--- src/rtl/sfrc_pkg.sv ---
// Shared types and constants for the sum8 frame receive checker.
// Used by every module under rtl/; depends on nothing.

package sfrc_pkg;

  // Field widths
  localparam int unsigned ByteW  = 8;
  localparam int unsigned CountW = 9;
  localparam int unsigned DacW   = 12;
  localparam int unsigned StatW  = 3;

  // Frame layout
  localparam int unsigned MaxFrameBytesDef = 511;
  localparam int unsigned MinFrameBytes    = 7;   // head, addr x2, cmd, len, data, sum
  localparam int unsigned OverheadBytes    = 6;   // bytes besides the data field

  // Set-parameter values carried in the first data byte
  localparam logic [ByteW-1:0] ParamLow      = 8'd1;
  localparam logic [ByteW-1:0] ParamHigh     = 8'd2;
  localparam logic [ByteW-1:0] ParamFeedback = 8'd3;

  // Register reset values
  localparam logic [ByteW-1:0] HeadValueRst    = 8'd170;
  localparam logic [ByteW-1:0] SetParamCodeRst = 8'd1;
  localparam logic [DacW-1:0]  DacCodeLowRst   = 12'd248;
  localparam logic [DacW-1:0]  DacCodeHighRst  = 12'd372;

  // Configuration register map, index = paddr[3:2]
  localparam int unsigned AddrW = 4;
  typedef enum logic [1:0] {
    REG_HEAD_VALUE     = 2'd0,
    REG_SET_PARAM_CODE = 2'd1,
    REG_DAC_CODE_LOW   = 2'd2,
    REG_DAC_CODE_HIGH  = 2'd3
  } reg_idx_e;

  // Frame status codes
  typedef enum logic [StatW-1:0] {
    ST_OK        = 3'd0,
    ST_TOO_SHORT = 3'd1,
    ST_BAD_HEAD  = 3'd2,
    ST_BAD_LEN   = 3'd3,
    ST_BAD_SUM   = 3'd4
  } status_e;

  // Configuration as seen by the checker
  typedef struct packed {
    logic [ByteW-1:0] head_value;
    logic [ByteW-1:0] set_param_code;
    logic [DacW-1:0]  dac_code_low;
    logic [DacW-1:0]  dac_code_high;
  } cfg_t;

  // One result request
  typedef struct packed {
    logic             feedback_on;
    logic [DacW-1:0]  dac_level;
    logic             dac_write;
    logic             charge_enable;
    logic             set_param_seen;
    status_e          status;
  } result_t;

endpackage

--- src/rtl/sum8_frame_receive_checker_core.sv ---
// Top level of the sum8 frame receive checker: input register and wiring.
// Depends on sfrc_pkg, sfrc_cfg_regs and sfrc_check.

// The block takes one received byte per request on the slave stream, with
// tlast on the frame's last byte, and returns one result request on the
// master stream for every last byte: status, set-parameter flag, charge and
// DAC pulses with the DAC code, and the feedback flag. A byte passes through
// an input register and the check logic into the result register. A frame's
// result is presented from the result register once its last byte has
// passed the input register and the checks; a new byte can be taken in
// every cycle. Only a result not yet taken holds back the next frame's last
// byte, and the bytes behind it wait upstream. The byte count saturates at
// MAX_FRAME_BYTES; such a frame is a length error unless its head is wrong.
// Registers (byte address): head value 0x0, set-parameter code 0x4,
// low DAC code 0x8, high DAC code 0xC; write them only while idle.

module sum8_frame_receive_checker_core #(
  parameter int unsigned MAX_FRAME_BYTES = sfrc_pkg::MaxFrameBytesDef
) (
  input  logic                        clk_i,
  input  logic                        rst_ni,
  // Input byte stream
  input  logic                        s_axis_tvalid,
  output logic                        s_axis_tready,
  input  logic [7:0]                  s_axis_tdata,   // [7:0] rx_byte
  input  logic                        s_axis_tlast,   // frame_end
  // Result stream
  output logic                        m_axis_tvalid,
  input  logic                        m_axis_tready,
  output logic [23:0]                 m_axis_tdata,   // [2:0] status, [3] set_param_seen,
                                                      // [4] charge_enable, [5] dac_write,
                                                      // [17:6] dac_level, [18] feedback_on
  // Configuration port
  input  logic                        psel,
  input  logic                        penable,
  input  logic                        pwrite,
  input  logic [sfrc_pkg::AddrW-1:0]  paddr,
  input  logic [31:0]                 pwdata,
  output logic [31:0]                 prdata,
  output logic                        pready
);

  sfrc_pkg::cfg_t    cfg;
  sfrc_pkg::result_t res;

  logic                       in_valid_q;
  logic [sfrc_pkg::ByteW-1:0] in_byte_q;
  logic                       in_last_q;
  logic                       in_adv;
  logic                       in_fire;

  assign s_axis_tready = ~in_valid_q | in_adv;
  assign in_fire       = s_axis_tvalid & s_axis_tready;

  // Input register
  always_ff @(posedge clk_i or negedge rst_ni) begin
    if (!rst_ni) begin
      in_valid_q <= 1'b0;
    end else if (in_fire) begin
      in_valid_q <= 1'b1;
    end else if (in_adv) begin
      in_valid_q <= 1'b0;
    end
  end

  always_ff @(posedge clk_i) begin
    if (in_fire) begin
      in_byte_q <= s_axis_tdata;
      in_last_q <= s_axis_tlast;
    end
  end

  sfrc_cfg_regs u_cfg (
    .clk_i   (clk_i),
    .rst_ni  (rst_ni),
    .psel    (psel),
    .penable (penable),
    .pwrite  (pwrite),
    .paddr   (paddr),
    .pwdata  (pwdata),
    .prdata  (prdata),
    .pready  (pready),
    .cfg_o   (cfg)
  );

  sfrc_check #(
    .MAX_FRAME_BYTES (MAX_FRAME_BYTES)
  ) u_check (
    .clk_i       (clk_i),
    .rst_ni      (rst_ni),
    .in_valid_i  (in_valid_q),
    .in_byte_i   (in_byte_q),
    .in_last_i   (in_last_q),
    .in_adv_o    (in_adv),
    .cfg_i       (cfg),
    .out_valid_o (m_axis_tvalid),
    .out_ready_i (m_axis_tready),
    .out_res_o   (res)
  );

  // Result packing
  assign m_axis_tdata = {5'b0, res.feedback_on, res.dac_level, res.dac_write,
                         res.charge_enable, res.set_param_seen, res.status};

endmodule

--- src/rtl/sfrc_cfg_regs.sv ---
// APB-style configuration registers of the frame checker.
// Depends on sfrc_pkg for the register map, reset values and cfg_t.

module sfrc_cfg_regs (
  input  logic                         clk_i,
  input  logic                         rst_ni,
  input  logic                         psel,
  input  logic                         penable,
  input  logic                         pwrite,
  input  logic [sfrc_pkg::AddrW-1:0]   paddr,
  input  logic [31:0]                  pwdata,
  output logic [31:0]                  prdata,
  output logic                         pready,
  output sfrc_pkg::cfg_t               cfg_o
);

  sfrc_pkg::cfg_t     cfg_q;
  sfrc_pkg::reg_idx_e idx;
  logic               wr_en;

  assign pready = 1'b1;
  assign idx    = sfrc_pkg::reg_idx_e'(paddr[sfrc_pkg::AddrW-1:2]);
  assign wr_en  = psel & penable & pwrite;

  // Register writes
  always_ff @(posedge clk_i or negedge rst_ni) begin
    if (!rst_ni) begin
      cfg_q.head_value     <= sfrc_pkg::HeadValueRst;
      cfg_q.set_param_code <= sfrc_pkg::SetParamCodeRst;
      cfg_q.dac_code_low   <= sfrc_pkg::DacCodeLowRst;
      cfg_q.dac_code_high  <= sfrc_pkg::DacCodeHighRst;
    end else if (wr_en) begin
      case (idx)
        sfrc_pkg::REG_HEAD_VALUE:     cfg_q.head_value     <= pwdata[sfrc_pkg::ByteW-1:0];
        sfrc_pkg::REG_SET_PARAM_CODE: cfg_q.set_param_code <= pwdata[sfrc_pkg::ByteW-1:0];
        sfrc_pkg::REG_DAC_CODE_LOW:   cfg_q.dac_code_low   <= pwdata[sfrc_pkg::DacW-1:0];
        sfrc_pkg::REG_DAC_CODE_HIGH:  cfg_q.dac_code_high  <= pwdata[sfrc_pkg::DacW-1:0];
        default: ;
      endcase
    end
  end

  // Read mux
  always_comb begin
    case (idx)
      sfrc_pkg::REG_HEAD_VALUE:     prdata = 32'(cfg_q.head_value);
      sfrc_pkg::REG_SET_PARAM_CODE: prdata = 32'(cfg_q.set_param_code);
      sfrc_pkg::REG_DAC_CODE_LOW:   prdata = 32'(cfg_q.dac_code_low);
      sfrc_pkg::REG_DAC_CODE_HIGH:  prdata = 32'(cfg_q.dac_code_high);
      default:                      prdata = '0;
    endcase
  end

  assign cfg_o = cfg_q;

endmodule

--- src/rtl/sfrc_check.sv ---
// Frame state, end-of-frame checks and the result register.
// Depends on sfrc_pkg for widths, status codes, cfg_t and result_t.

module sfrc_check #(
  parameter int unsigned MAX_FRAME_BYTES = sfrc_pkg::MaxFrameBytesDef
) (
  input  logic                        clk_i,
  input  logic                        rst_ni,
  input  logic                        in_valid_i,
  input  logic [sfrc_pkg::ByteW-1:0]  in_byte_i,
  input  logic                        in_last_i,
  output logic                        in_adv_o,
  input  sfrc_pkg::cfg_t              cfg_i,
  output logic                        out_valid_o,
  input  logic                        out_ready_i,
  output sfrc_pkg::result_t           out_res_o
);

  localparam int unsigned CntW = sfrc_pkg::CountW;
  localparam int unsigned BW   = sfrc_pkg::ByteW;
  localparam int unsigned LenW = CntW + 1;
  localparam logic [CntW-1:0] MaxCount = CntW'(MAX_FRAME_BYTES);
  localparam logic [CntW-1:0] MinCount = CntW'(sfrc_pkg::MinFrameBytes);
  localparam logic [LenW-1:0] Overhead = LenW'(sfrc_pkg::OverheadBytes);

  // Byte positions inside the header
  localparam logic [CntW-1:0] PosHead  = CntW'(0);
  localparam logic [CntW-1:0] PosCmd   = CntW'(3);
  localparam logic [CntW-1:0] PosLen   = CntW'(4);
  localparam logic [CntW-1:0] PosData1 = CntW'(5);

  logic [CntW-1:0] count_q, count_d;
  logic [BW-1:0]   sum_q, sum_d;
  logic [BW-1:0]   head_q, head_d;
  logic [BW-1:0]   cmd_q, cmd_d;
  logic [BW-1:0]   len_q, len_d;
  logic [BW-1:0]   data1_q, data1_d;
  logic            fb_q, fb_d;
  logic            out_valid_q, out_valid_d;
  sfrc_pkg::result_t res_q, res_d;

  logic [CntW-1:0] total;
  logic            done;

  // Frame advances unless a finished result would overwrite one still waiting
  assign in_adv_o = in_valid_i & (~in_last_i | ~out_valid_q | out_ready_i);
  assign done     = in_adv_o & in_last_i;
  assign total    = (count_q < MaxCount) ? count_q + CntW'(1) : MaxCount;

  // Header capture, checks and actions
  always_comb begin
    head_d  = (count_q == PosHead)  ? in_byte_i : head_q;
    cmd_d   = (count_q == PosCmd)   ? in_byte_i : cmd_q;
    len_d   = (count_q == PosLen)   ? in_byte_i : len_q;
    data1_d = (count_q == PosData1) ? in_byte_i : data1_q;

    if (total < MinCount) begin
      res_d.status = sfrc_pkg::ST_TOO_SHORT;
    end else if (head_d != cfg_i.head_value) begin
      res_d.status = sfrc_pkg::ST_BAD_HEAD;
    end else if (LenW'(total) != Overhead + LenW'(len_d)) begin
      res_d.status = sfrc_pkg::ST_BAD_LEN;
    end else if (in_byte_i != sum_q) begin
      res_d.status = sfrc_pkg::ST_BAD_SUM;
    end else begin
      res_d.status = sfrc_pkg::ST_OK;
    end

    res_d.set_param_seen = (res_d.status == sfrc_pkg::ST_OK) &&
                           (cmd_d == cfg_i.set_param_code);
    res_d.charge_enable  = 1'b0;
    res_d.dac_write      = 1'b0;
    res_d.dac_level      = '0;
    fb_d                 = fb_q;
    if (res_d.set_param_seen) begin
      if (data1_d == sfrc_pkg::ParamLow) begin
        res_d.charge_enable = 1'b1;
        res_d.dac_write     = 1'b1;
        res_d.dac_level     = cfg_i.dac_code_low;
      end else if (data1_d == sfrc_pkg::ParamHigh) begin
        res_d.charge_enable = 1'b1;
        res_d.dac_write     = 1'b1;
        res_d.dac_level     = cfg_i.dac_code_high;
      end else if (data1_d == sfrc_pkg::ParamFeedback) begin
        fb_d = 1'b1;
      end
    end
    res_d.feedback_on = fb_d;

    sum_d       = sum_q + in_byte_i;
    count_d     = total;
    out_valid_d = done | (out_valid_q & ~out_ready_i);
  end

  // Frame state and control
  always_ff @(posedge clk_i or negedge rst_ni) begin
    if (!rst_ni) begin
      count_q     <= '0;
      sum_q       <= '0;
      head_q      <= '0;
      cmd_q       <= '0;
      len_q       <= '0;
      data1_q     <= '0;
      fb_q        <= 1'b1;
      out_valid_q <= 1'b0;
    end else begin
      out_valid_q <= out_valid_d;
      if (done) begin
        count_q <= '0;
        sum_q   <= '0;
        head_q  <= '0;
        cmd_q   <= '0;
        len_q   <= '0;
        data1_q <= '0;
        fb_q    <= fb_d;
      end else if (in_adv_o) begin
        count_q <= count_d;
        sum_q   <= sum_d;
        head_q  <= head_d;
        cmd_q   <= cmd_d;
        len_q   <= len_d;
        data1_q <= data1_d;
      end
    end
  end

  // Result payload
  always_ff @(posedge clk_i) begin
    if (done) begin
      res_q <= res_d;
    end
  end

  assign out_valid_o = out_valid_q;
  assign out_res_o   = res_q;

  // A DAC write only comes from an accepted set-parameter frame
  a_dac_write_src: assert property (@(posedge clk_i) disable iff (!rst_ni)
    out_valid_q && res_q.dac_write |->
      res_q.charge_enable && res_q.set_param_seen && res_q.status == sfrc_pkg::ST_OK)
    else $error("dac_write without accepted set-parameter frame");

  // Level is zero when no DAC write is requested
  a_dac_level_zero: assert property (@(posedge clk_i) disable iff (!rst_ni)
    out_valid_q && !res_q.dac_write |-> res_q.dac_level == '0)
    else $error("dac_level nonzero without dac_write");

  // Nothing clears the feedback flag
  a_fb_kept: assert property (@(posedge clk_i) disable iff (!rst_ni)
    fb_q)
    else $error("feedback flag cleared");

  // Closing a frame clears the byte count and sum and raises the result valid
  a_frame_clear: assert property (@(posedge clk_i) disable iff (!rst_ni)
    done |=> count_q == '0 && sum_q == '0 && out_valid_q)
    else $error("frame state not cleared after last byte");

  // A waiting result is not replaced by a new frame end
  a_no_overwrite: assert property (@(posedge clk_i) disable iff (!rst_ni)
    out_valid_q && !out_ready_i |-> !done)
    else $error("pending result overwritten");

endmodule

--- config.mk ---
export PLATFORM = sky130hd
export DESIGN_NAME = sum8_frame_receive_checker_core
export DESIGN_NICKNAME = d
export VERILOG_FILES = /design/src/rtl/sfrc_pkg.sv /design/src/rtl/sum8_frame_receive_checker_core.sv /design/src/rtl/sfrc_cfg_regs.sv /design/src/rtl/sfrc_check.sv
export SDC_FILE = /design/constraint.sdc
export NUM_CORES = 1
export LEC_CHECK = 0
export BUFFER_PORTS_ARGS = -buffer_cell sky130_fd_sc_hd__buf_2
export CORE_AREA = 2 2 118 120
export DETAILED_ROUTE_END_ITERATION = 10
export DIE_AREA = 0 0 120 122
export PLACE_DENSITY_LB_ADDON = 0.15
export RECOVER_POWER = 25
export SKIP_CTS_REPAIR_TIMING = 1
export SLEW_MARGIN = 20
export SYNTH_ARGS = -nofsm -noshare
export SYNTH_HDL_FRONTEND = slang
export SYNTH_HIERARCHICAL = 1
export SYNTH_SLANG_ARGS = --single-unit
--- constraint.sdc ---
create_clock -name clk_i -period 3 [get_ports clk_i]
set_clock_uncertainty 0.05 [all_clocks]
set_input_delay 0.15 -clock clk_i [delete_from_list [all_inputs] [get_ports clk_i]]
set_output_delay 0.15 -clock clk_i [all_outputs]
set_load 0.1 [all_outputs]
-- After elaboration in Yosys (flattened, before gate mapping)
Cells that the tools add are included.
- flip-flop bits (word level): 120
- equality and inequality tests: 13
- muxes and demuxes: 30
- reductions and logical operators: 10
- add/subtract/negate cells: 3
- magnitude comparators: 2
- bitwise gates (word level): 14
- operator list (operator ; number):
    one-hot mux 32 bit (4 select lines) ; 1
    2-to-1 mux 8 bit ; 14
    2-to-1 mux 14 bit ; 2
    2-to-1 mux 9 bit ; 3
    equality test 9 x 3 -> 1 bit, second input constant ; 2
    equality test 8 x 2 -> 1 bit, second input constant ; 2
    inequality test 8 bit ; 2
    2-to-1 mux 3 bit ; 4
    inequality test 9 x 10 -> 1 bit ; 1
    adder 3 x 8 -> 9 bit, first input constant ; 1
    adder 9 x 1 -> 9 bit, second input constant ; 1
    equality test 9 x 2 -> 1 bit, second input constant ; 1
    zero test 9 bit ; 1
    < comparator 9 x 3 -> 1 bit, second input constant ; 1
    < comparator 9 bit, second input constant ; 1
    adder 8 bit ; 1
    equality test 8 x 1 -> 1 bit, second input constant ; 1
    equality test 8 bit ; 1
    AND reduction 2 bit ; 4
    bitwise AND 1 bit ; 6
    2-to-1 mux 1 bit ; 6
    equality test 2 bit, second input constant ; 2
    NOT 1 bit ; 4
    OR 1 bit ; 4
    other kinds (5) ; 6

-- Depth between registers and ports, before layout
Gate-level depths: netlist of the first run.
- depth after elaboration: 10
- depth in mapped cells: 16
- mapped depth without buffers: 12

-- By module
The synthesis of the first run kept the hierarchy.
- modules (own cells, without submodules) (module ; area an instance (µm²) ; cells each ; times used ; seq. area each (µm²)):
    sfrc_check ; 4500.6 ; 484 ; 1 ; 1818.0
    sfrc_cfg_regs ; 1989.4 ; 130 ; 1 ; 1019.7
    sum8_frame_receive_checker_core ; 365.4 ; 19 ; 1 ; 295.3

-- Worst setup path after synthesis of the first run
No wires, ideal clock.
- path kind: register -> register
- from: reg u_check.count_q[0]
- to: reg u_check.res_q (netlist bit u_check/out_res_o[18]) (data pin)
- setup slack: -0.318 ns
- cell stages (with the launch flop): 15
- arrival: 3.088 ns
- library setup time: 0.180 ns
- cell sequence: dfrtp_1 -> buf_2 -> inv_1 -> ha_1 -> and4bb_1 -> nand2_4 -> buf_2 -> mux2i_1 -> ha_1 -> xor2_1 -> xnor2_1 -> nand2_1 -> or4_1 -> buf_2 -> o41ai_2
- longest elaborated chain between the ends: 10
- elaborated cells between the ends (all ways): 28
- those cells by class: add/sub (2); order compare (2); eq/ne (9); mux (12); reduce/logical (3)
- RTL lines (what ; line ; RTL):
    from (decl) ; sfrc_check.sv:32 ; logic [CntW-1:0] count_q, count_d;
    from (signal assigned) ; sfrc_check.sv:117 ; count_q <= count_d;
    equality test 9 x 3 -> 1 bit ; sfrc_check.sv:54 ; len_d = (count_q == PosLen) ? in_byte_i : len_q;
    2-to-1 mux 8 bit ; sfrc_check.sv:54 ;
    adder 3 x 8 -> 9 bit ; sfrc_check.sv:61 ; end else if (LenW'(total) != Overhead + LenW'(len_d)) begin
    inequality test 9 x 10 -> 1 bit ; sfrc_check.sv:61 ;
    2-to-1 mux 3 bit ; sfrc_check.sv:61 ;
    2-to-1 mux 3 bit ; sfrc_check.sv:59 ; end else if (head_d != cfg_i.head_value) begin
    2-to-1 mux 3 bit ; sfrc_check.sv:57 ; if (total < MinCount) begin
    zero test 3 bit ; sfrc_check.sv:69 ; res_d.set_param_seen = (res_d.status == sfrc_pkg::ST_OK) &&
    logical AND 1 bit ; sfrc_check.sv:69 ;
    2-to-1 mux 1 bit * ; sfrc_check.sv:75 ; if (res_d.set_param_seen) begin
    net u_check.fb_d ; sfrc_check.sv:38 ; logic fb_q, fb_d;
    to (signal assigned) ; sfrc_check.sv:130 ; res_q <= res_d;
    to (decl) ; sfrc_check.sv:40 ; sfrc_pkg::result_t res_q, res_d;
The timed path passes the listed nets; every way through them passes the cells marked *.
A chain may end at the register's enable or synchronous reset.

-- Final worst setup path of the first run
- from: reg u_check.count_q[1]
- to: reg u_check.res_q (netlist bit u_check/out_res_o[18]) (data pin)
Same word-level chain as after synthesis.

==> metrics, run 1 <==
status finished, violations left; failing checks max-capacitance violations, max-slew violations, negative setup slack; Worst-Margin Slew 2.08 ns; Synth-to-Final Area Change 23.4%; CTS root buf clkbuf_16; Synth Cell Area 6860 um^2; vias 5383; Max-slew headroom -0.386; fmax 331 MHz; CTS Sinks 119; IO Count 111; Data arrival, critical path 3.19 ns; Max Root-Sink Buffers 2; Yosys top cell area share 0.277; type of the worst setup path flip-flop to flip-flop; worst-path cell chain inv_4, ha_4, and4bb_2, nand2_4, mux2i_4, ha_4, xor2_1, xnor2_1, nand2_1, or4_4, o41ai_4; grt total ovfl 0; leak pwr 3.62 nW; Multi-input gate area 3430 um^2; post-route ant nets 0; Worst Setup End Kind flip-flop; Crit path depth 11; CP max stage delay 0.54 ns; EDFF count, synth 27; R2R Path Start u_check/count_q[1]; first-pass GRT wire length 26300 um; Synth area leaders dfrtp_1 (28%), edfxtp_1 (12%), mux2_2 (6.7%), dfstp_2 (6.1%), a22oi_1 (3.7%); final hold violation count 0; IO Port Bufs 62; Starting Density 0.508; final slew viol count 83; vias in the first global route 5071; Post-Syn Area per Cell 10.8 um^2; final worst slack -0.0255 ns; Worst R2R Path Depth 11; cts bufs inserted 17; clk slew on worst S/H paths 0.06 ns; Final Critical Period 3.03 ns; cell total after placement 877; # fillers 1092; Setup TNS -0.0524 ns; # setup viols final 5; Antenna Cells 0; hold crit path type input pin to flip-flop; r2r endpoint u_check/out_res_o[18]; Worst setup SP type flip-flop; Post-Syn Instances 633; Final Non-Filler Cells 937; Cell Rows 43; sequential area share after synthesis 0.457; commonest non-fill, non-tap cell in the layout dfrtp_1; most common flop cell mapped by yosys dfrtp_1; Yosys reg bits 119; worst skew pair latency 0.42 ns; global placer's final weighted congestion 0.862; maximum fanout along the worst path 7; drt via density 5.74; TritonCTS clock tree yes; slowest cell on the critical path or4_4; 1st-iter DRT viols 451; delay-heaviest family, CP simple AND/OR/NAND/NOR gates; WL final 16800 um; flop-to-flop setup slack -0.03 ns; Pre-antenna DRT Iters 5; Cell Pwr Density 803 nW/um^2; Post-DP HPWL 11500 um; area of the core 13500 um^2; Worst Path Buf+Inv 1; # nets final 808; Die W 120 um; DRC 0; wire per inst 18.0 um; Async S/R FF share, synth 0.773; crit path capture u_check/out_res_o[18]; initial antenna violation count 0; Peak VDD IR 0.504 mV; most frequent cells in the layout dfrtp_1 (76), buf_2 (61), buf_4 (49); Ys Warns 6; WP data required 3.17 ns; RSZ-0062 raised after global routing true; Die Y 122 um; total global-route track usage 0.231; final worst-path cycle share 1.01; Synth area leader dfrtp_1; Max-Cap Viols 1; FF/Latch Area 3130 um^2; largest net degree at the start of global routing 83; Critical path origin u_check/count_q[1]; Synth cell types 76; Die ar. 14600 um^2; H-tree depth 4; share of layout cells above drive strength 1 0.330; most frequent CP cell ha_4
==> worst register-to-register path: cells and delay by family, from the launching register on <==
family	cells	cell delay (ns)
adders and majority gates	2	0.36
DFF	1	0.42
muxes	1	0.30
AOI/OAI and AO/OA	1	0.25
buffers and inverters	1	0.06
xor gates and xnor gates	2	0.35
and+or+nand+nor	4	1.06
==> routing by layer <==
metal	GRT usage	vias up	wire, um	part of all wire
met5	0	-	0	0
met4	0.0919	0	281	0.017
met3	0.0487	28	1080	0.064
met2	0.375	209	8210	0.49
met1	0.303	2670	7260	0.43
li1	-	2476	-	-
==> report_power, final <==
| part | internal [mW] | total, mW | switching (mW) | leakage [nW] |
|---|---|---|---|---|
| sequential | 2.01 | 2.31 | 0.298 | 1.42 |
| combinational | 0.858 | 2.29 | 1.44 | 1.89 |
| clock | 1.47 | 2.19 | 0.723 | 0.309 |
==> logic make-up (layout without fill, tap and decap cells) <==
kind of cell    after synthesis  after routing  share of synthesized area
other cells                   3             26                    0.00164
flops                       119            119                      0.457
fa+ha+maj                    12             12                     0.0230
compound gates              143            143                      0.141
mux                          68             68                      0.122
simple gates                157            157                      0.130
buf+inv                      90            191                     0.0725
xor+xnor                     41             41                     0.0524
==> stage by stage <==
| stage | util | power [mW] | hold WS [ns] | worst slack [ns] | instance area, um^2 |
|---|---|---|---|---|---|
| floorplan | - | 4.02 | -0.196 | -0.00157 | 6990 |
| global placement | 0.552 | 4.43 | 0.277 | 0.0509 | 7450 |
| detailed placement | 0.552 | 4.51 | 0.278 | -0.0394 | 7450 |
| CTS | 0.599 | 6.72 | -0.153 | -0.0948 | 8090 |
| global route | 0.627 | 7.11 | 0.0825 | -0.175 | 8460 |
| finish | 0.627 | 6.80 | 0.0635 | -0.0255 | 8460 |
==> area by class of cell <==
type / instances / area share
clock buffers: 19 / 0.0512
clock inverters: 13 / 0.0241
inverters: 23 / 0.0108
multi-input cells: 447 / 0.405
flip-flops and latches: 119 / 0.370
well taps: 180 / 0.0266
repair buffers: 136 / 0.112
==> cells in the mapped netlist, types with 3 or more instances <==
| cell type | n |
|---|---|
| nor3_1 | 6 |
| nor4_1 | 8 |
| xor2_1 | 12 |
| and3_1 | 4 |
| buf_4 | 31 |
| a21o_1 | 3 |
| a31oi_1 | 7 |
| o2111ai_1 | 3 |
| nand2b_1 | 5 |
| o22ai_1 | 7 |
| mux2i_1 | 19 |
| inv_1 | 23 |
| edfxtp_1 | 27 |
| o21bai_1 | 3 |
| nand2_1 | 47 |
| buf_2 | 13 |
| nor2b_1 | 8 |
| dfstp_2 | 16 |
| clkbuf_1 | 18 |
| mux2_2 | 41 |
| a21oi_1 | 20 |
| o21ai_0 | 35 |
| conb_1 | 3 |
| nor2_1 | 35 |
| nand3_1 | 8 |
| o221ai_1 | 3 |
| nand3b_1 | 3 |
| ha_1 | 11 |
| dfrtp_1 | 76 |
| xnor2_1 | 29 |
| o21ai_1 | 4 |
| nand4_1 | 5 |
| mux4_2 | 7 |
| a22o_1 | 8 |
| a22oi_1 | 34 |
==> registers in the layout (all words and copies together) (netlist names) <==
signal	flops
u_check/len_q	8
u_check/out_res_o	18
in_valid_q	1
u_check/fb_q	1
in_last_q	1
in_byte_q	8
u_check/head_q	8
u_check/cmd_q	8
u_cfg/cfg_o	40
u_check/count_q	9
u_check/out_valid_o	1
u_check/sum_q	8
u_check/data1_q	8
==> worst min-delay path by stage <==
| stage | to | slack, ns | from | cells past startpoint |
|---|---|---|---|---|
| 2_1_floorplan | in_valid_q | -0.20 | rst_ni | 0 |
| 3_3_place_gp | in_byte_q[7] | 0.28 | s_axis_tdata[7] | 1 |
| 3_5_place_dp | in_last_q | 0.28 | s_axis_tlast | 1 |
| 4_1_cts | in_last_q | -0.15 | s_axis_tlast | 1 |
| 5_1_grt | u_check/out_valid_o | 0.08 | m_axis_tready | 3 |
| 6_report | u_check/out_valid_o | 0.06 | m_axis_tready | 3 |
Note: power is estimated with default switching activity, not from simulation.
==> run 2: changes to the inputs <==
Settings changed: BUFFER_PORTS_ARGS -buffer_cell sky130_fd_sc_hd__buf_2 to -buffer_cell sky130_fd_sc_hd__buf_4, CTS_CLUSTER_DIAMETER set to 80.
==> metrics, run 2 (synthesized netlist as in run 1, its figures left out) <==
status finished, violations left; failing checks negative setup slack; CTS Sinks 119; final hold violation count 0; TritonCTS clock tree yes; area of the core 13500 um^2; Final Critical Period 3.09 ns; WP data required 3.22 ns; worst skew pair latency 0.41 ns; CP max stage delay 0.56 ns; vias 5321; Max-Cap Viols 0; Peak VDD IR 0.496 mV; first-pass GRT wire length 26400 um; Max-slew headroom 0.200; Antenna Cells 0; drt via density 5.62; Max Root-Sink Buffers 2; most frequent cells in the layout buf_4 (106), dfrtp_1 (74), nand2_1 (47); worst-path cell chain buf_4, buf_6, and4_4, a41oi_1, a31o_1, xor2_1, nor4_2, nand2_1, or4_4, buf_12, nor2_1; Worst Path Buf+Inv 3; Starting Density 0.508; Die ar. 14600 um^2; global placer's final weighted congestion 0.859; post-route ant nets 0; IO Count 111; share of layout cells above drive strength 1 0.332; Data arrival, critical path 3.31 ns; final worst-path cycle share 1.03; Post-DP HPWL 11500 um; fmax 324 MHz; maximum fanout along the worst path 15; 1st-iter DRT viols 452; # nets final 818; Setup TNS -1.10 ns; grt total ovfl 0; type of the worst setup path flip-flop to flip-flop; Synth-to-Final Area Change 26.5%; delay-heaviest family, CP simple AND/OR/NAND/NOR gates; hold crit path type input pin to flip-flop; Worst Setup End Kind flip-flop; number of flip-flops in the largest register 40; H-tree depth 4; CTS root buf clkbuf_16; Pre-antenna DRT Iters 7; Worst-Margin Slew 1.20 ns; Cell Rows 43; Worst setup SP type flip-flop; RSZ-0062 raised after global routing true; Die W 120 um; leak pwr 3.70 nW; # setup viols final 16; final worst slack -0.0900 ns; slowest cell on the critical path or4_4; wire per inst 17.6 um; total global-route track usage 0.234; DRC 0; IO Port Bufs 62; final slew viol count 0; Place WS -0.0275 ns; vias in the first global route 5209; cts bufs inserted 17; Cell Pwr Density 781 nW/um^2; initial antenna violation count 0; Die Y 122 um; fin util 0.642; commonest non-fill, non-tap cell in the layout buf_4; # fillers 1045; largest net degree at the start of global routing 51; WL final 16700 um; clk slew on worst S/H paths 0.05 ns
run 2: worst register-to-register path: cells and delay by family, from the launching register on:
family,cells,cell delay (ns)
xor gates and xnor gates,1,0.19
buffers and inverters,3,0.45
DFF,1,0.37
and+or+nand+nor,5,1.49
AOI/OAI and AO/OA,2,0.40
run 2: path summary, 6_finish.rpt:
kind,start,endpoint,slack [ns],cells after the start
setup / recovery,u_check/count_q[4],u_check/out_res_o[11],-0.09,11
min in group asynchronous,rst_ni,u_check/count_q[3],0.46,2
hold reg to reg,u_check/sum_q[3],u_check/sum_q[3],0.45,2
setup reg to reg,u_check/count_q[4],u_check/out_res_o[11],-0.09,11
max in group asynchronous,rst_ni,u_cfg/cfg_o[37],1.54,3
hold / removal,m_axis_tready,u_check/out_valid_o,0.08,3
run 2: routing by layer:
layer  vias up  part of all wire  GRT usage
met2       175              0.50      0.392
met5         -                 0          0
met3        28             0.052     0.0412
li1       2482                 -          -
met4         0             0.022      0.101
met1      2636              0.43      0.299
run 2: final cells by class:
type	instances	area, um^2	share of cell area
inverters	23	91.3	0.0105
well taps	180	225	0.0260
clock inverters	7	116	0.0134
multi-input cells	447	3400	0.392
flip-flops and latches	119	3140	0.362
repair buffers	146	1200	0.138
clock buffers	25	505	0.0583
run 2: metrics by stage:
step / cell area, um^2 / cells / hold slack [ns] / power [mW]
global route: 8670 / 947 / 0.120 / 7.11
CTS: 8310 / 917 / -0.295 / 6.70
floorplan: 6990 / 656 / -0.196 / 4.02
detailed placement: 7690 / 885 / 0.150 / 4.57
global placement: 7690 / 885 / 0.148 / 4.49
finish: 8670 / 947 / 0.0814 / 6.78
run 2: power breakdown:
part	switching, mW	total, mW	internal, mW	leakage, nW
logic	1.44	2.36	0.920	1.98
registers	0.299	2.31	2.01	1.42
clock network	0.689	2.10	1.41	0.300
total	2.43	6.78	4.35	3.70
==> run 3: changes to the inputs <==
Settings changed: SKIP_CTS_REPAIR_TIMING 1 to not set.
==> metrics, run 3 (synthesized netlist as in run 1, its figures left out) <==
# fillers 1049; IO Count 111; CP max stage delay 0.56 ns; Final Critical Period 3.08 ns; leak pwr 3.68 nW; worst-path cell chain inv_4, ha_4, and4bb_2, nand2_4, buf_8, mux2i_2, xnor2_1, nor4_2, nand2_1, or4_4, buf_12, nor2_1; switching share of total power 0.358; # setup viols final 16; Cell Rows 43; Comb pwr share 0.348; largest net degree at the start of global routing 51; failing checks negative setup slack; slowest cell on the critical path or4_4; hold crit path type input pin to flip-flop; number of flip-flops in the largest register 40; worst skew pair latency 0.41 ns; final hold violation count 0; status finished, violations left; Max Root-Sink Buffers 2; Max-Cap Viols 0; maximum fanout along the worst path 15; hold slack final 0.0816 ns; WL final 16600 um; delay-heaviest family, CP simple AND/OR/NAND/NOR gates; cell total after placement 885; Flop pwr share 0.341; clk slew on worst S/H paths 0.05 ns; TritonCTS clock tree yes; final worst slack -0.0758 ns; DRC 0; Die W 120 um; wire per inst 17.5 um; CTS root buf clkbuf_16; Peak VDD IR 0.496 mV; post-route ant nets 0; Worst R2R Path Depth 12; Worst-Margin Slew 1.19 ns; vias 5266; H-tree depth 4; Synth-to-Final Area Change 26.4%; Final Non-Filler Cells 944; Data arrival, critical path 3.30 ns; grt total ovfl 0; most frequent cells in the layout buf_4 (104), dfrtp_1 (73), nand2_1 (47); final worst-path cycle share 1.03; total global-route track usage 0.238; Die Y 122 um; IO Port Bufs 62; share of layout cells above drive strength 1 0.334; clock share of power 0.310; Crit path depth 12; global placer's final weighted congestion 0.859; fmax 325 MHz; drt via density 5.58; type of the worst setup path flip-flop to flip-flop; initial antenna violation count 0; Worst Path Buf+Inv 3; cell-internal power 4.35 mW; Antenna Cells 0; net load switching power 2.43 mW; vias in the first global route 5296; Worst Setup End Kind flip-flop; final slew viol count 0; commonest non-fill, non-tap cell in the layout buf_4; RSZ-0062 raised after global routing true; hold path depth 3; Post-DP HPWL 11500 um; WP data required 3.23 ns; Starting Density 0.508; Worst setup SP type flip-flop; 1st-iter DRT viols 420; Pre-antenna DRT Iters 5; cts bufs inserted 17; Max-slew headroom 0.206; CTS Sinks 119; Cell Pwr Density 783 nW/um^2; first-pass GRT wire length 26900 um; area of the core 13500 um^2; # nets final 815; Die ar. 14600 um^2
[run 3: power groups by stage]
stage | Clock (mW) | Combinational (mW) | Sequential, mW
floorplan | 0 | 1.64 | 2.37
global placement | 0 | 2.18 | 2.31
detailed placement | 0 | 2.24 | 2.34
CTS | 2.14 | 2.29 | 2.31
global route | 2.21 | 2.54 | 2.36
finish | 2.10 | 2.36 | 2.31
[run 3: per-stage QoR]
stage	total power, mW	util	setup WS, ns	area (um^2)	setup TNS [ns]
floorplan	4.02	-	-0.00157	6990	-0.00157
global placement	4.49	0.569	0.0494	7690	0
detailed placement	4.57	0.569	-0.0275	7690	-0.185
CTS	6.74	0.635	0.00564	8570	0
global route	7.12	0.641	-0.145	8660	-2.26
finish	6.78	0.641	-0.0758	8660	-0.911
[run 3: path summary, 6_finish.rpt]
| check | to | slack, ns | from |
|---|---|---|---|
| max | u_check/out_res_o[11] | -0.08 | u_check/count_q[1] |
| min | u_check/out_valid_o | 0.08 | m_axis_tready |
| max reg2reg | u_check/out_res_o[11] | -0.08 | u_check/count_q[1] |
| min reg2reg | u_check/sum_q[3] | 0.45 | u_check/sum_q[3] |
| max in group asynchronous | u_cfg/cfg_o[37] | 1.53 | rst_ni |
| min in group asynchronous | u_check/count_q[3] | 0.47 | rst_ni |
[run 3: layer usage]
layer  track usage  vias up  part of all wire
li1              -     2474                 -
met1         0.304     2617              0.44
met2         0.401      150              0.50
met3        0.0398       25             0.047
met4         0.103        0             0.019
met5             0        -                 0
[run 3: repair_timing]
action,in CTS,in global routing
cloned,0,0
hold buffers,23,0
gates resized for setup,11,16
pin swaps,1,4
setup endpoints to repair,16,19
hold endpoints to repair,87,0
buffers inserted,0,4
[run 3: cell type report]
type                       instances  area, um^2  area share
sequential                       119        3140       0.362
multi-input combinational        447        3410       0.394
inverter                          23        91.3      0.0105
clock inverter                     7         116      0.0134
clock buffer                      25         505      0.0584
tap                              180         225      0.0260
timing repair buffer             143        1170       0.135
[run 3: tightest hold or removal path: stages]
cell and delay (ns):
buf_4 0.11, nor2b_1 0.13, or2_2 0.13
